==> src/sv/inode_cache_clock_replacement_assert.svh <==
// Assertion macros for the inode cache clock replacement block.
// Used by the back end and the top level; no dependencies.
`ifndef INODE_CACHE_CLOCK_REPLACEMENT_ASSERT_SVH
`define INODE_CACHE_CLOCK_REPLACEMENT_ASSERT_SVH

// Implication checked at every edge outside reset.
`define ICCR_ASSERT_IMP(label, clk, rst_n, a, c) \
  label: assert property (@(posedge clk) disable iff (!rst_n) (a) |-> (c)) \
    else $error("assertion failed");

// Implication whose consequent is checked in the cycle after the antecedent.
`define ICCR_ASSERT_NEXT(label, clk, rst_n, a, c) \
  label: assert property (@(posedge clk) disable iff (!rst_n) (a) |=> (c)) \
    else $error("assertion failed");

`endif

==> src/sv/iccr_pkg.sv <==
// Shared types and constants for the inode cache clock replacement block.
// No dependencies.
package iccr_pkg;
  localparam int CacheEntriesDef = 16;
  localparam int TagW = 32;
  localparam int SlotW = 4;
  localparam int IpbW = 9;
  localparam logic [IpbW-1:0] IpbReset = 9'd8;

  typedef enum logic [1:0] {
    OP_GET = 2'd0,
    OP_INSERT = 2'd1,
    OP_DIRTY = 2'd2,
    OP_NOP = 2'd3
  } op_t;

  typedef struct packed {
    logic [1:0] opcode;
    logic [TagW-1:0] ino_num;
    logic [SlotW-1:0] slot;
  } cmd_t;

  typedef struct packed {
    logic hit;
    logic [SlotW-1:0] slot_out;
    logic fill_needed;
    logic writeback_valid;
    logic [TagW-1:0] writeback_inode;
    logic [TagW-1:0] writeback_block;
    logic [7:0] writeback_offset;
  } res_t;
endpackage

==> src/sv/iccr_front.sv <==
// Front end: accepts command words and holds them in a two-entry queue.
// Depends on iccr_pkg.
module iccr_front (
  input  logic clk,
  input  logic rst_n,
  input  logic in_valid,
  output logic in_ready,
  input  iccr_pkg::cmd_t in_cmd,
  output logic q_valid,
  input  logic q_ready,
  output iccr_pkg::cmd_t q_cmd
);
  iccr_pkg::cmd_t mem_r [2];
  logic wp_r, rp_r;
  logic [1:0] cnt_r;
  logic push, pop;

  assign in_ready = (cnt_r != 2'd2);
  assign q_valid = (cnt_r != 2'd0);
  assign q_cmd = mem_r[rp_r];
  assign push = in_valid && in_ready;
  assign pop = q_valid && q_ready;

  always_ff @(posedge clk) begin
    if (push) begin
      mem_r[wp_r] <= in_cmd;
    end
    if (!rst_n) begin
      wp_r <= 1'b0;
      rp_r <= 1'b0;
      cnt_r <= 2'd0;
    end else begin
      if (push) wp_r <= ~wp_r;
      if (pop) rp_r <= ~rp_r;
      cnt_r <= cnt_r + {1'b0, push} - {1'b0, pop};
    end
  end
endmodule

==> src/sv/iccr_div.sv <==
// Restoring divider, one quotient bit a cycle, for the writeback location.
// Depends on iccr_pkg.
module iccr_div (
  input  logic clk,
  input  logic rst_n,
  input  logic start,
  input  logic [iccr_pkg::TagW-1:0] dividend,
  input  logic [iccr_pkg::IpbW-1:0] divisor,
  output logic busy,
  output logic [iccr_pkg::TagW-1:0] quot,
  output logic [iccr_pkg::IpbW-1:0] rem
);
  localparam int W = iccr_pkg::TagW;
  localparam int D = iccr_pkg::IpbW;
  logic [W-1:0] q_r;
  logic [D:0] r_r;
  logic [D-1:0] d_r;
  logic [5:0] n_r;
  logic [D:0] sh, df;

  assign sh = {r_r[D-1:0], q_r[W-1]};
  assign df = sh - {1'b0, d_r};
  assign busy = (n_r != 6'd0);
  assign quot = q_r;
  assign rem = r_r[D-1:0];

  always_ff @(posedge clk) begin
    if (!rst_n) begin
      n_r <= 6'd0;
    end else if (start) begin
      q_r <= dividend;
      r_r <= '0;
      d_r <= (divisor == '0) ? D'(1) : divisor;
      n_r <= 6'(W);
    end else if (busy) begin
      n_r <= n_r - 6'd1;
      if (!df[D]) begin
        r_r <= df;
        q_r <= {q_r[W-2:0], 1'b1};
      end else begin
        r_r <= sh;
        q_r <= {q_r[W-2:0], 1'b0};
      end
    end
  end
endmodule

==> src/sv/iccr_back.sv <==
// Back end: tag search, clock sweep, state update and result register.
// Depends on iccr_pkg, iccr_div and the assertion macro header.
`include "inode_cache_clock_replacement_assert.svh"
module iccr_back #(
  parameter int CACHE_ENTRIES = iccr_pkg::CacheEntriesDef
) (
  input  logic clk,
  input  logic rst_n,
  input  logic q_valid,
  output logic q_ready,
  input  iccr_pkg::cmd_t q_cmd,
  input  logic [iccr_pkg::IpbW-1:0] ipb,
  output logic res_valid,
  input  logic res_ready,
  output iccr_pkg::res_t res
);
  localparam int IW = (CACHE_ENTRIES > 1) ? $clog2(CACHE_ENTRIES) : 1;
  localparam int CW = $clog2(CACHE_ENTRIES + 1);
  localparam int RestW = $bits(iccr_pkg::res_t) - 1 - iccr_pkg::SlotW;

  typedef enum logic [2:0] {S_IDLE, S_SEARCH, S_SWEEP, S_INSTALL, S_DIV, S_OUT} st_t;
  st_t st_r;
  iccr_pkg::cmd_t cmd_r;
  iccr_pkg::res_t res_r;
  logic [CACHE_ENTRIES-1:0] val_r, ref_r, dty_r;
  logic [iccr_pkg::TagW-1:0] tag_r [CACHE_ENTRIES];
  logic [IW-1:0] hand_r, idx_r, vic_r;
  logic [CW-1:0] cnt_r;
  logic div_start;
  logic div_busy;
  logic [iccr_pkg::TagW-1:0] div_q;
  logic [iccr_pkg::IpbW-1:0] div_rm;
  logic [IW-1:0] hand_inc, idx_inc;
  logic dirty_ok;

  function automatic logic [IW-1:0] wrap_inc(input logic [IW-1:0] h);
    return (32'(h) == CACHE_ENTRIES - 1) ? '0 : h + IW'(1);
  endfunction

  assign hand_inc = wrap_inc(hand_r);
  assign idx_inc = idx_r + IW'(1);
  assign q_ready = (st_r == S_IDLE) && !res_valid;
  assign res_valid = (st_r == S_OUT);
  assign res = res_r;
  assign div_start = (st_r == S_INSTALL) && val_r[vic_r] && dty_r[vic_r];
  assign dirty_ok = (32'(q_cmd.slot) < CACHE_ENTRIES) && val_r[IW'(q_cmd.slot)];

  iccr_div u_div (
    .clk(clk), .rst_n(rst_n), .start(div_start), .dividend(tag_r[vic_r]),
    .divisor(ipb), .busy(div_busy), .quot(div_q), .rem(div_rm)
  );

  always_ff @(posedge clk) begin
    if (!rst_n) begin
      st_r <= S_IDLE;
      val_r <= '0;
      ref_r <= '0;
      dty_r <= '0;
      hand_r <= '0;
    end else begin
      case (st_r)
        S_IDLE: begin
          if (q_valid) begin
            cmd_r <= q_cmd;
            idx_r <= '0;
            cnt_r <= '0;
            case (iccr_pkg::op_t'(q_cmd.opcode))
              iccr_pkg::OP_GET: begin
                res_r <= '0;
                st_r <= S_SEARCH;
              end
              iccr_pkg::OP_INSERT: begin
                res_r <= '0;
                st_r <= S_SWEEP;
              end
              iccr_pkg::OP_DIRTY: begin
                res_r <= {dirty_ok, q_cmd.slot, {RestW{1'b0}}};
                if (dirty_ok) begin
                  dty_r[IW'(q_cmd.slot)] <= 1'b1;
                  ref_r[IW'(q_cmd.slot)] <= 1'b1;
                end
                st_r <= S_OUT;
              end
              default: begin
                res_r <= '0;
                st_r <= S_OUT;
              end
            endcase
          end
        end
        S_SEARCH: begin
          if (val_r[idx_r] && tag_r[idx_r] == cmd_r.ino_num) begin
            ref_r[idx_r] <= 1'b1;
            res_r.hit <= 1'b1;
            res_r.slot_out <= iccr_pkg::SlotW'(idx_r);
            st_r <= S_OUT;
          end else if (32'(idx_r) == CACHE_ENTRIES - 1) begin
            res_r.fill_needed <= 1'b1;
            st_r <= S_SWEEP;
          end else begin
            idx_r <= idx_inc;
          end
        end
        S_SWEEP: begin
          if (32'(cnt_r) == CACHE_ENTRIES || !val_r[hand_r] || !ref_r[hand_r]) begin
            vic_r <= hand_r;
            hand_r <= hand_inc;
            st_r <= S_INSTALL;
          end else begin
            ref_r[hand_r] <= 1'b0;
            hand_r <= hand_inc;
            cnt_r <= cnt_r + CW'(1);
          end
        end
        S_INSTALL: begin
          res_r.slot_out <= iccr_pkg::SlotW'(vic_r);
          if (val_r[vic_r] && dty_r[vic_r]) begin
            res_r.writeback_valid <= 1'b1;
            res_r.writeback_inode <= tag_r[vic_r];
            st_r <= S_DIV;
          end else begin
            st_r <= S_OUT;
          end
          val_r[vic_r] <= 1'b1;
          ref_r[vic_r] <= 1'b1;
          dty_r[vic_r] <= 1'b0;
          tag_r[vic_r] <= cmd_r.ino_num;
        end
        S_DIV: begin
          if (!div_busy) begin
            res_r.writeback_block <= div_q;
            res_r.writeback_offset <= div_rm[7:0];
            st_r <= S_OUT;
          end
        end
        S_OUT: begin
          if (res_ready) st_r <= S_IDLE;
        end
        default: st_r <= S_IDLE;
      endcase
    end
  end

  `ICCR_ASSERT_IMP(a_fill_miss, clk, rst_n, res_valid && res.fill_needed, !res.hit)
  `ICCR_ASSERT_IMP(a_wb_nohit, clk, rst_n, res_valid && res.writeback_valid, !res.hit)
  `ICCR_ASSERT_NEXT(a_install_valid, clk, rst_n, st_r == S_INSTALL, val_r[vic_r] && ref_r[vic_r])
endmodule

==> src/sv/inode_cache_clock_replacement.sv <==
// Top level of the inode cache clock replacement controller.
// Depends on iccr_pkg, iccr_front, iccr_back and the assertion macro header.
// Handles one word at a time: after dispatch a get searches the tags in turn,
// a miss or insert runs the clock sweep and then the install step, and a dirty
// victim then waits on the bit-serial divider; a mark_dirty or no-operation
// needs the dispatch step only. Each result then holds in the output state
// until accepted. A two-word queue accepts input while the back end works.
`include "inode_cache_clock_replacement_assert.svh"
module inode_cache_clock_replacement #(
  parameter int CACHE_ENTRIES = iccr_pkg::CacheEntriesDef
) (
  input  logic clk,
  input  logic rst_n,
  input  logic cfg_we,
  input  logic [8:0] cfg_wdata,
  input  logic in_tvalid,
  output logic in_tready,
  input  logic [39:0] in_tdata,   // opcode[1:0], ino_num[33:2], slot[37:34]
  output logic out_tvalid,
  input  logic out_tready,
  output logic [79:0] out_tdata   // hit, slot_out, fill_needed, writeback_valid,
                                  // writeback_inode, writeback_block, writeback_offset
);
  logic [iccr_pkg::IpbW-1:0] ipb_r;
  iccr_pkg::cmd_t in_cmd, q_cmd;
  iccr_pkg::res_t res;
  logic q_valid, q_ready;

  assign in_cmd.opcode = in_tdata[1:0];
  assign in_cmd.ino_num = in_tdata[33:2];
  assign in_cmd.slot = in_tdata[37:34];

  always_ff @(posedge clk) begin
    if (!rst_n) ipb_r <= iccr_pkg::IpbReset;
    else if (cfg_we) ipb_r <= cfg_wdata;
  end

  iccr_front u_front (
    .clk(clk), .rst_n(rst_n), .in_valid(in_tvalid), .in_ready(in_tready),
    .in_cmd(in_cmd), .q_valid(q_valid), .q_ready(q_ready), .q_cmd(q_cmd)
  );

  iccr_back #(.CACHE_ENTRIES(CACHE_ENTRIES)) u_back (
    .clk(clk), .rst_n(rst_n), .q_valid(q_valid), .q_ready(q_ready), .q_cmd(q_cmd),
    .ipb(ipb_r), .res_valid(out_tvalid), .res_ready(out_tready), .res(res)
  );

  assign out_tdata = {1'b0, res.writeback_offset, res.writeback_block,
                      res.writeback_inode, res.writeback_valid, res.fill_needed,
                      res.slot_out, res.hit};

  `ICCR_ASSERT_NEXT(a_out_hold, clk, rst_n, out_tvalid && !out_tready, out_tvalid && $stable(out_tdata))
endmodule

==> config.mk <==
export PLATFORM = sky130hd
export DESIGN_NAME = inode_cache_clock_replacement
export DESIGN_NICKNAME = d
export VERILOG_FILES = /design/src/sv/iccr_pkg.sv /design/src/sv/iccr_front.sv /design/src/sv/iccr_div.sv /design/src/sv/iccr_back.sv /design/src/sv/inode_cache_clock_replacement.sv
export VERILOG_INCLUDE_DIRS = /design/src /design/src/sv
export SDC_FILE = /design/constraint.sdc
export NUM_CORES = 1
export LEC_CHECK = 0
export BUFFER_PORTS_ARGS = -buffer_cell sky130_fd_sc_hd__buf_4
export CAP_MARGIN = 40
export CORE_ASPECT_RATIO = 0.75
export CORE_MARGIN = 4
export CORE_UTILIZATION = 40
export CTS_CLUSTER_SIZE = 24
export DETAILED_ROUTE_END_ITERATION = 8
export GPL_TIMING_DRIVEN = 0
export PLACE_DENSITY_LB_ADDON = 0.3
export RECOVER_POWER = 50
export SYNTH_ARGS = -nofsm -noshare
export SYNTH_HDL_FRONTEND = slang
export SYNTH_SLANG_ARGS = --single-unit
==> constraint.sdc <==
create_clock -name clk -period 14.9 [get_ports clk]
set_input_delay 2.98 -clock clk [delete_from_list [all_inputs] [get_ports clk]]
set_output_delay 2.98 -clock clk [all_outputs]
set_load 0.02 [all_outputs]
# After elaboration in Yosys (flattened, before gate mapping)
# Memory sizes are Yosys's and may differ from the RTL's. A register that Yosys moved wholly into a read port is not among the register bits.
# Index checks and enable logic that the tools add are counted.
dict set report op_classes {
  n_shift 0
  n_lt_le_gt_ge 8
  n_reduce_logical 43
  add_sub_neg 7
  div 0
  muxes 75
  mul 0
  eq_ne 25
  n_bitwise 12
}
# op count
set ops {}
lappend ops {{2-to-1 mux 79 bit} 2}
lappend ops {{2-to-1 mux 16 bit} 8}
lappend ops {{bitwise OR 16 bit} 5}
lappend ops {{one-hot mux 40 bit (2 select lines)} 1}
lappend ops {{one-hot mux 33 bit (2 select lines)} 1}
lappend ops {{2-to-1 mux 32 bit} 2}
lappend ops {{one-hot mux 16 bit (4 select lines)} 1}
lappend ops {{2-to-1 mux 40 bit} 1}
lappend ops {{2-to-1 mux 33 bit} 1}
lappend ops {{AND 16 bit} 2}
lappend ops {{equality test 32 bit} 1}
lappend ops {{NOT 16 bit} 2}
lappend ops {{one-hot mux 16 bit (2 select lines)} 1}
lappend ops {{binary-select mux 1 bit (select 4 bit)} 6}
lappend ops {{2-to-1 mux 4 bit} 6}
lappend ops {{AND reduction 4 bit} 6}
lappend ops {{2-to-1 mux 1 bit} 21}
lappend ops {{less-than comparator 4 x 5 -> 1 bit (second input constant)} 4}
lappend ops {{2-to-1 mux 3 bit} 6}
lappend ops {{2-to-1 mux 9 bit} 2}
lappend ops {{!= test 2 bit (second input constant)} 9}
lappend ops {{one-hot mux 3 bit (6 select lines)} 1}
lappend ops {{demux 1 bit (select 4 bit)} 4}
lappend ops {{>= comparator 4 x 1 -> 1 bit (second input constant)} 4}
lappend ops {{other kinds (38)} 73}
dict set report word_totals {
  reg_bits 248
  mem_count 2
  ram_bits 588
  out_inout_bits 82
  in_bits 54
  latch_bits 0
  wordCells 197
  mem_bits_ro 0
}
# name depth width rd rd_ports_with_merged_regs wr line_no
set memory_table {}
lappend memory_table {u_back.tag_r 16 32 2 2 1 iccr_back.sv:26} ;# logic [iccr_pkg::TagW-1:0] tag_r [CACHE_ENTRIES];
lappend memory_table {u_front.mem_r 2 38 1 1 1 iccr_front.sv:13} ;# iccr_pkg::cmd_t mem_r [2];

# Logic depth before layout (Yosys ltp)
# Gate-level depths: netlist of the first run.
dict set report depth {
  depth_word 9
  mapped_depth 14
  depth_no_buf 12
}

# Modules after synthesis
# From an unflattened synthesis of the first run, not the netlist that was laid out.
dict set report hier_totals {
  cells_unflattened 2265
  area_unflattened_um2 38730.9
}
# module area_each_um2 n_inst seq_area_each_um2 cells_each
set modules_own_cells {}
lappend modules_own_cells {iccr_back 32479.9 1 20359.5 1877}
lappend modules_own_cells {iccr_front 3057.9 1 2382.3 142}
lappend modules_own_cells {iccr_div 2846.5 1 1621.6 216}
lappend modules_own_cells {inode_cache_clock_replacement 346.6 1 180.2 30}

# Worst setup path after synthesis of the first run
# Ideal clock, no wire load.
dict set report synth_path {
  path_kind {input port to flip-flop}
  start {input rst_n}
  end {register u_back.u_div.q_r[0], in the netlist u_back.u_div.quot[0] (enable)}
  cell_stages 3
  path_buffers 2
  setup_slack_ns 7.852
  setup_time_ns 0.502
  arrival_time_ns 6.546
  t_required_ns 14.398
  cell_sequence {clkbuf_1 clkbuf_1 a21boi_0}
}
dict set report synth_between {
  elab_chain_cells 1
}
# element line_no
set synth_lines {}
lappend synth_lines {{start: declaration} inode_cache_clock_replacement.sv:13} ;# input logic rst_n,
lappend synth_lines {{AND reduction 2 bit (no source line)} -}
lappend synth_lines {{end signal: assignment} iccr_div.sv:31} ;# q_r <= dividend;
lappend synth_lines {{end signal: assignment} iccr_div.sv:39} ;# q_r <= {q_r[W-2:0], 1'b1};
lappend synth_lines {{end signal: assignment} iccr_div.sv:42} ;# q_r <= {q_r[W-2:0], 1'b0};
lappend synth_lines {{end: declaration} iccr_div.sv:15} ;# logic [W-1:0] q_r;
# Every way passes these cells.
# A chain may end at the register's enable or synchronous reset.

==> results of run 1 <==
-- cell type report --
class,count,area [µm²],area share (%)
inverters,50,188,0.417
well taps,1300,1630,3.61
diodes,4,10.0,0.0222
repair buffers,200,1750,3.88
clock inverters,56,614,1.36
multi-input cells,1264,13300,29.6
clock buffers,98,2220,4.93
flip-flops and latches,845,24500,54.5
plain buffers,150,743,1.65
-- worst max-delay path: stages, from the launching register on --
cell	delay, ns
dfxtp_1	0.33
buf_6	0.14
buf_6	0.26
buf_4	0.38
buf_4	0.44
buf_4	0.46
mux2i_1	0.27
xor2_1	0.53
o21ai_0	0.30
a211oi_1	0.30
and4_1	0.28
o2111ai_2	0.37
buf_6	0.29
a311oi_1	0.65
-- flip-flops by register name, indices dropped and copies added (netlist names), 5 cells and up, named ones only --
signal             flops
u_back.tag_r         512
u_back.res            79
u_front.mem_r         76
u_back.cmd_r          32
u_back.u_div.quot     32
u_back.dty_r          16
u_back.ref_r          16
u_back.val_r          16
ipb_r                  9
u_back.u_div.d_r       9
u_back.u_div.r_r       9
u_back.u_div.n_r       6
u_back.cnt_r           5
-- how the worst max path moves through the flow --
| stage | cells after the start | startpoint | to |
|---|---|---|---|
| CTS | 5 | u_back.st_r[2] | out_tvalid |
| detailed placement | 5 | rst_n | u_back.u_div.quot[23] |
| global placement | 3 | rst_n | u_back.cmd_r[4] |
| finish | 13 | flip-flop | u_back.res[76] |
| floorplan | 3 | rst_n | u_back.u_div.quot[0] |
| global route | 4 | in_tvalid | u_front.mem_r[0][31] |
-- synth_stat cells, drive strengths merged (29+ instances only) --
| cell type | number |
|---|---|
| nand3 | 33 |
| o21ai | 54 |
| edfxtp | 762 |
| buf | 65 |
| nor2b | 29 |
| mux2i | 104 |
| inv | 49 |
| mux2 | 80 |
| nand2 | 90 |
| nor2 | 71 |
| xnor2 | 34 |
| and3 | 50 |
| dfxtp | 83 |
| nor3 | 44 |
| clkbuf | 85 |
| and2 | 75 |
| mux4 | 275 |
-- power groups by stage --
| stage | sequential (µW) | combinational, µW | clock [µW] |
|---|---|---|---|
| finish | 3150 | 2700 | 2220 |
| global placement | 3190 | 2530 | 0 |
| floorplan | 3160 | 1560 | 0 |
| CTS | 3140 | 2670 | 2250 |
| global route | 3170 | 2830 | 2350 |
| detailed placement | 3190 | 2660 | 0 |
-- routing by layer --
metal	up-vias	GRT usage [%]	part of all wire, %
met4	0	7.61	3.5
met3	287	10.6	14
met1	12600	34.9	41
met5	-	0	0
met2	1686	35.4	42
li1	9929	-	-
-- cell families after synthesis --
family	Yosys count	share of synthesized area, %
buffers and inverters	200	2.40
multiplexers	459	21.0
XOR/XNOR	59	1.33
other	1	0.00968
adder cells (fa/ha/maj)	23	0.762
AO/OA/AOI/OAI	259	4.71
flip-flops	845	63.3
AND/OR/NAND/NOR	463	6.45
-- per-stage QoR --
| stage | power [µW] | utilization [%] | std cells | worst slack [ns] | cell area (µm²) |
|---|---|---|---|---|---|
| after detailed placement | 5840 | 44.2 | 3807 | 9.37 | 42300 |
| final | 8070 | 47.0 | 3967 | 9.45 | 45000 |
| after global routing | 8350 | 47.0 | 3963 | 9.12 | 45000 |
| after floorplan | 4720 | - | 2309 | 7.85 | 38800 |
| after global placement | 5720 | 43.2 | 3740 | 5.04 | 41400 |
| after CTS | 8050 | 47.2 | 3961 | 9.48 | 45200 |
==> reports/qor.txt, run 1 <==
Tmin final: 5.45 ns
Sequential share of the synthesized area: 63.3%
Slew Limit Headroom: -34.5%
Num CTS Buffers: 86
Max_cap viols: 3
Remaining antenna violation count: 0
Critical path data required time: 15.17 ns
Total GRT Usage: 24.9%
Max Freq: 0.183 GHz
Pwr/cell area: 179 nW/µm²
Syn nets: 2386
Ys async rst share: 0%
# hold bufs at CTS: 0
RSZ-0062 raised after global routing: false
Share of cells above drive strength 1: 27.5%
Area Growth Syn to Fin: 16.2%
Seq pwr share: 39.0%
Leak: 0.0150 µW
Top-Level Pins: 136
Die ar.: 102000 µm²
DR WL/cell: 32.6 µm
Number of DRC markers in iteration 0: 3377
Hold EP: u_back.u_div.d_r[0]
Arrival time worst endpoint: 5.73 ns
CTS tree: done
Hold Slack: 0.520 ns
Clock Latency Late Sink: 0.67 ns
Worst vdd ir: 0.105 mV
Postcts setup bufs: 0
Clock Path Buffers: 3
Top_reg_cell synth: edfxtp_1
Die width: 367 µm
Worst Hold Depth: 1
Rows: 98
Comb pwr share: 33.5%
Vias in the first global route: 24200
# DRC: 0
First-pass GRT wire length: 181000 µm
Vias per cell: 6.17
Hold Crit Class: flip-flop to flip-flop
Root Buffer: clkbuf_16
Post-Synthesis Cells: 2309
Synth Register Bits: 845
H-tree depth: 3
Nature of the critical path endpoint: flip-flop
Worst reg2reg path depth: 13
Hold Fails Final Rpt: 0
Post-synthesis cell type count: 79
Crit Path Class: flip-flop to flip-flop
Area leader, netlist: edfxtp_1
GP Congestion: 0.937
Max-slew violations: 72
Initial antenna violation count: 3
HP Start: ipb_r[0]
Reg2Reg Capture Point: u_back.res[76]
EDFF count, synth: 762
P_int: 5230 µW
CTS resizes: 0
Drt pass-1 iters: 5
Clock sink count: 845
Avg Inst Size Synth: 16.8 µm²
Clock share of power: 27.5%
CORE AREA: 95800 µm²
Clock Skew: 0.0396 ns
Yosys top cell area share: 59.0%
Crit start category: flip-flop
Largest net degree at the start of global routing: 39
Reg clk slew, reported paths: 0.06 ns
Worst-Margin Slew: 2.02 ns
Violated checks: capacitance limit, slew limit
Initial Util: 40.5%
Cell Area, Synth: 38800 µm²
Final period utilization: 36.6%
Filler cells: 8168
Synth warn: 0
Die height: 278 µm
Final nets: 2674
Most common cell after layout, fill and taps aside: edfxtp_1
Net Switching: 2840 µW
Most frequent cells in the layout: edfxtp_1 (762), mux4_2 (274), clkbuf_1 (126)
Final setup vio count: 0
Hpwl dp: 92100 µm
Remaining Overflow, GRT: 0
Reg2Reg Setup Slack: 9.45 ns
Vias: 24500
Final WL: 129000 µm
Status: finished with violations
Worst Path Max Fanout: 10
Port bufs: 131
TNS Setup: 0 ns
Top post-synthesis cells by area: edfxtp_1 (59%), mux4_2 (16%), dfxtp_1 (4.3%)
Sw Share: 35.2%
(Power assumes the default switching activity.)
==> run 2, diff against run 1 <==
Clock period 14.9 ns to 4.4 ns, I/O delays scaled along.
==> run 2 against run 1 <==
Against the previous run: critical endpoint unchanged; utilization is 0.082 points lower; largest power group unchanged; global-route usage is 0.34 points higher; clock-buffer cell count is 15 higher; critical path type unchanged; the flow still finishes with violations (capacitance limit, slew limit); largest cell class unchanged; sequential cell count stayed put; cell count stayed put.
==> reports/qor.txt, run 2 (synthesis gave the netlist of run 1 again) <==
Remaining antenna violation count: 0 (unchanged)
Worst-Margin Slew: 1.93 ns (was 2.02 ns)
# DRC: 0 (unchanged)
Num CTS Buffers: 89 (was 86)
Die height: 278 µm (unchanged)
Vias per cell: 6.18 (was 6.17)
Reg clk slew, reported paths: 0.06 ns (about the same)
Final period utilization: 98.6% (was 36.6%)
Max Freq: 0.230 GHz (was 0.183 GHz)
TNS Setup: 0 ns (unchanged)
Clock Skew: 0.0339 ns (was 0.0396 ns)
Most frequent cells in the layout: edfxtp_1 (762), mux4_2 (274), clkbuf_1 (200) (was edfxtp_1 (762), mux4_2 (274), clkbuf_1 (126))
Sw Share: 35.2% (about the same)
H-tree depth: 3 (unchanged)
Worst vdd ir: 0.365 mV (was 0.105 mV)
Die ar.: 102000 µm² (unchanged)
CTS tree: done (unchanged)
Max-slew violations: 81 (was 72)
P_int: 17800 µW (was 5230 µW)
Crit start category: flip-flop (unchanged)
Crit Path Class: flip-flop to flip-flop (unchanged)
Clock Latency Late Sink: 0.66 ns (was 0.67 ns)
Share of cells above drive strength 1: 25.3% (was 27.5%)
Register Area: 24500 µm² (about the same)
Most common cell after layout, fill and taps aside: edfxtp_1 (unchanged)
Number of DRC markers in iteration 0: 3312 (was 3377)
Filler cells: 8171 (was 8168)
Initial Util: 40.5% (unchanged)
Root Buffer: clkbuf_16 (unchanged)
Remaining Overflow, GRT: 0 (unchanged)
Die width: 367 µm (unchanged)
Leak: 0.0148 µW (was 0.0150 µW)
Area Growth Syn to Fin: 16.0% (was 16.2%)
Tmin final: 4.34 ns (was 5.45 ns)
Drt pass-1 iters: 5 (unchanged)
Power Total: 27400 µW (was 8070 µW)
Max reg flops: 512 (unchanged)
Top reg by flops: u_back.tag_r (unchanged)
Clock Path Buffers: 3 (unchanged)
Placed Instances: 3801 (was 3807)
Status: finished with violations (unchanged)
Port bufs: 131 (unchanged)
Final nets: 2672 (was 2674)
Hpwl dp: 92300 µm (was 92100 µm)
Pwr/cell area: 610 nW/µm² (was 179 nW/µm²)
Hold Crit Class: primary input to flip-flop (was flip-flop to flip-flop)
First-pass GRT wire length: 183000 µm (was 181000 µm)
Top-Level Pins: 136 (unchanged)
Final instance area: 44900 µm² (was 45000 µm²)
RSZ-0062 raised after global routing: false (unchanged)
Nature of the critical path endpoint: flip-flop (unchanged)
CORE AREA: 95800 µm² (unchanged)
DR WL/cell: 32.9 µm (was 32.6 µm)
Max_cap viols: 5 (was 3)
Largest net degree at the start of global routing: 34 (was 39)
Initial antenna violation count: 6 (was 3)
Final WL: 130000 µm (was 129000 µm)
Worst Path Max Fanout: 10 (unchanged)
Critical path data required time: 4.76 ns (was 15.17 ns)
Final setup vio count: 0 (unchanged)
Seq pwr share: 38.8% (was 39.0%)
Vias: 24500 (about the same)
Clock sink count: 845 (unchanged)
Vias in the first global route: 24300 (was 24200)
Rows: 98 (unchanged)
Hold Slack: 0.436 ns (was 0.520 ns)
Placed inst area: 42300 µm² (about the same)
Net Switching: 9670 µW (was 2840 µW)
Clock share of power: 27.6% (was 27.5%)
Arrival time worst endpoint: 4.70 ns (was 5.73 ns)
GP Congestion: 0.937 (about the same)
Slew Limit Headroom: -28.5% (was -34.5%)
Hold Fails Final Rpt: 0 (unchanged)
Violated checks: capacitance limit, slew limit (unchanged)
Total GRT Usage: 25.3% (was 24.9%)
Multi-input logic area: 13400 µm² (was 13300 µm²)
Post-Layout Cell Count: 3967 (unchanged)
Comb pwr share: 33.6% (was 33.5%)
-- run 2: per-stage QoR --
stage | utilization, % | setup slack [ns]
after floorplan | - | 0.473
after global placement | 43.2 | -1.45
after detailed placement | 44.2 | -0.703
after CTS | 47.3 | 0.000419
after global routing | 46.9 | 0.0136
final | 46.9 | 0.0601
-- run 2: critical path, cell delays in order, from the launching register on --
cell and delay, ns:
dfxtp_2 0.39, buf_6 0.21, buf_4 0.33, buf_2 0.36, buf_6 0.21, mux4_2 0.30
mux2i_1 0.17, xor2_1 0.33, nand3_1 0.28, nor4_2 0.38, o2111ai_4 0.29, buf_6 0.25
a311oi_1 0.29, buf_2 0.23
-- run 2: layout make-up --
| cell class | count | area share, % |
|---|---|---|
| antenna | 3 | 0.0167 |
| buffer | 149 | 1.83 |
| clock buffer | 113 | 5.27 |
| clock inverter | 47 | 1.09 |
| inverter | 50 | 0.418 |
| multi-input combinational | 1264 | 29.9 |
| sequential | 845 | 54.6 |
| tap | 1300 | 3.62 |
| timing repair buffer | 196 | 3.29 |
-- run 2: power by group through the flow --
stage,logic (µW),clock network (µW),registers (µW)
floorplan,5300,0,10700
global placement,8620,0,10800
detailed placement,8980,0,10800
CTS,9130,7660,10600
global route,9640,8010,10700
finish,9210,7570,10700
-- run 2: per-layer routing --
layer / global-route usage [%] / vias up / wire length, µm
met5: 0 / - / 11
met3: 10.2 / 247 / 18000
met1: 35.4 / 12600 / 52700
met2: 36.2 / 1705 / 55400
met4: 7.86 / 2 / 4300
li1: - / 9931 / -
-- run 2: path summary, 6_finish.rpt --
kind / from / endpoint / slack [ns] / depth (start not counted)
hold reg to reg: ipb_r[3] / ipb_r[3] / 0.52 / 2
hold / removal: in_tdata[2] / u_front.mem_r[1][4] / 0.44 / 1
setup / recovery: flip-flop / u_back.res[76] / 0.06 / 13
setup reg to reg: flip-flop / u_back.res[76] / 0.06 / 13
-- run 2: what timing repair did --
item                       CTS  global route
hold endpoints to repair     0             0
setup buffers                2             0
hold buffers                 0             0
pin swaps                    1             2
setup endpoints to repair   33            19
resized for setup           35            16
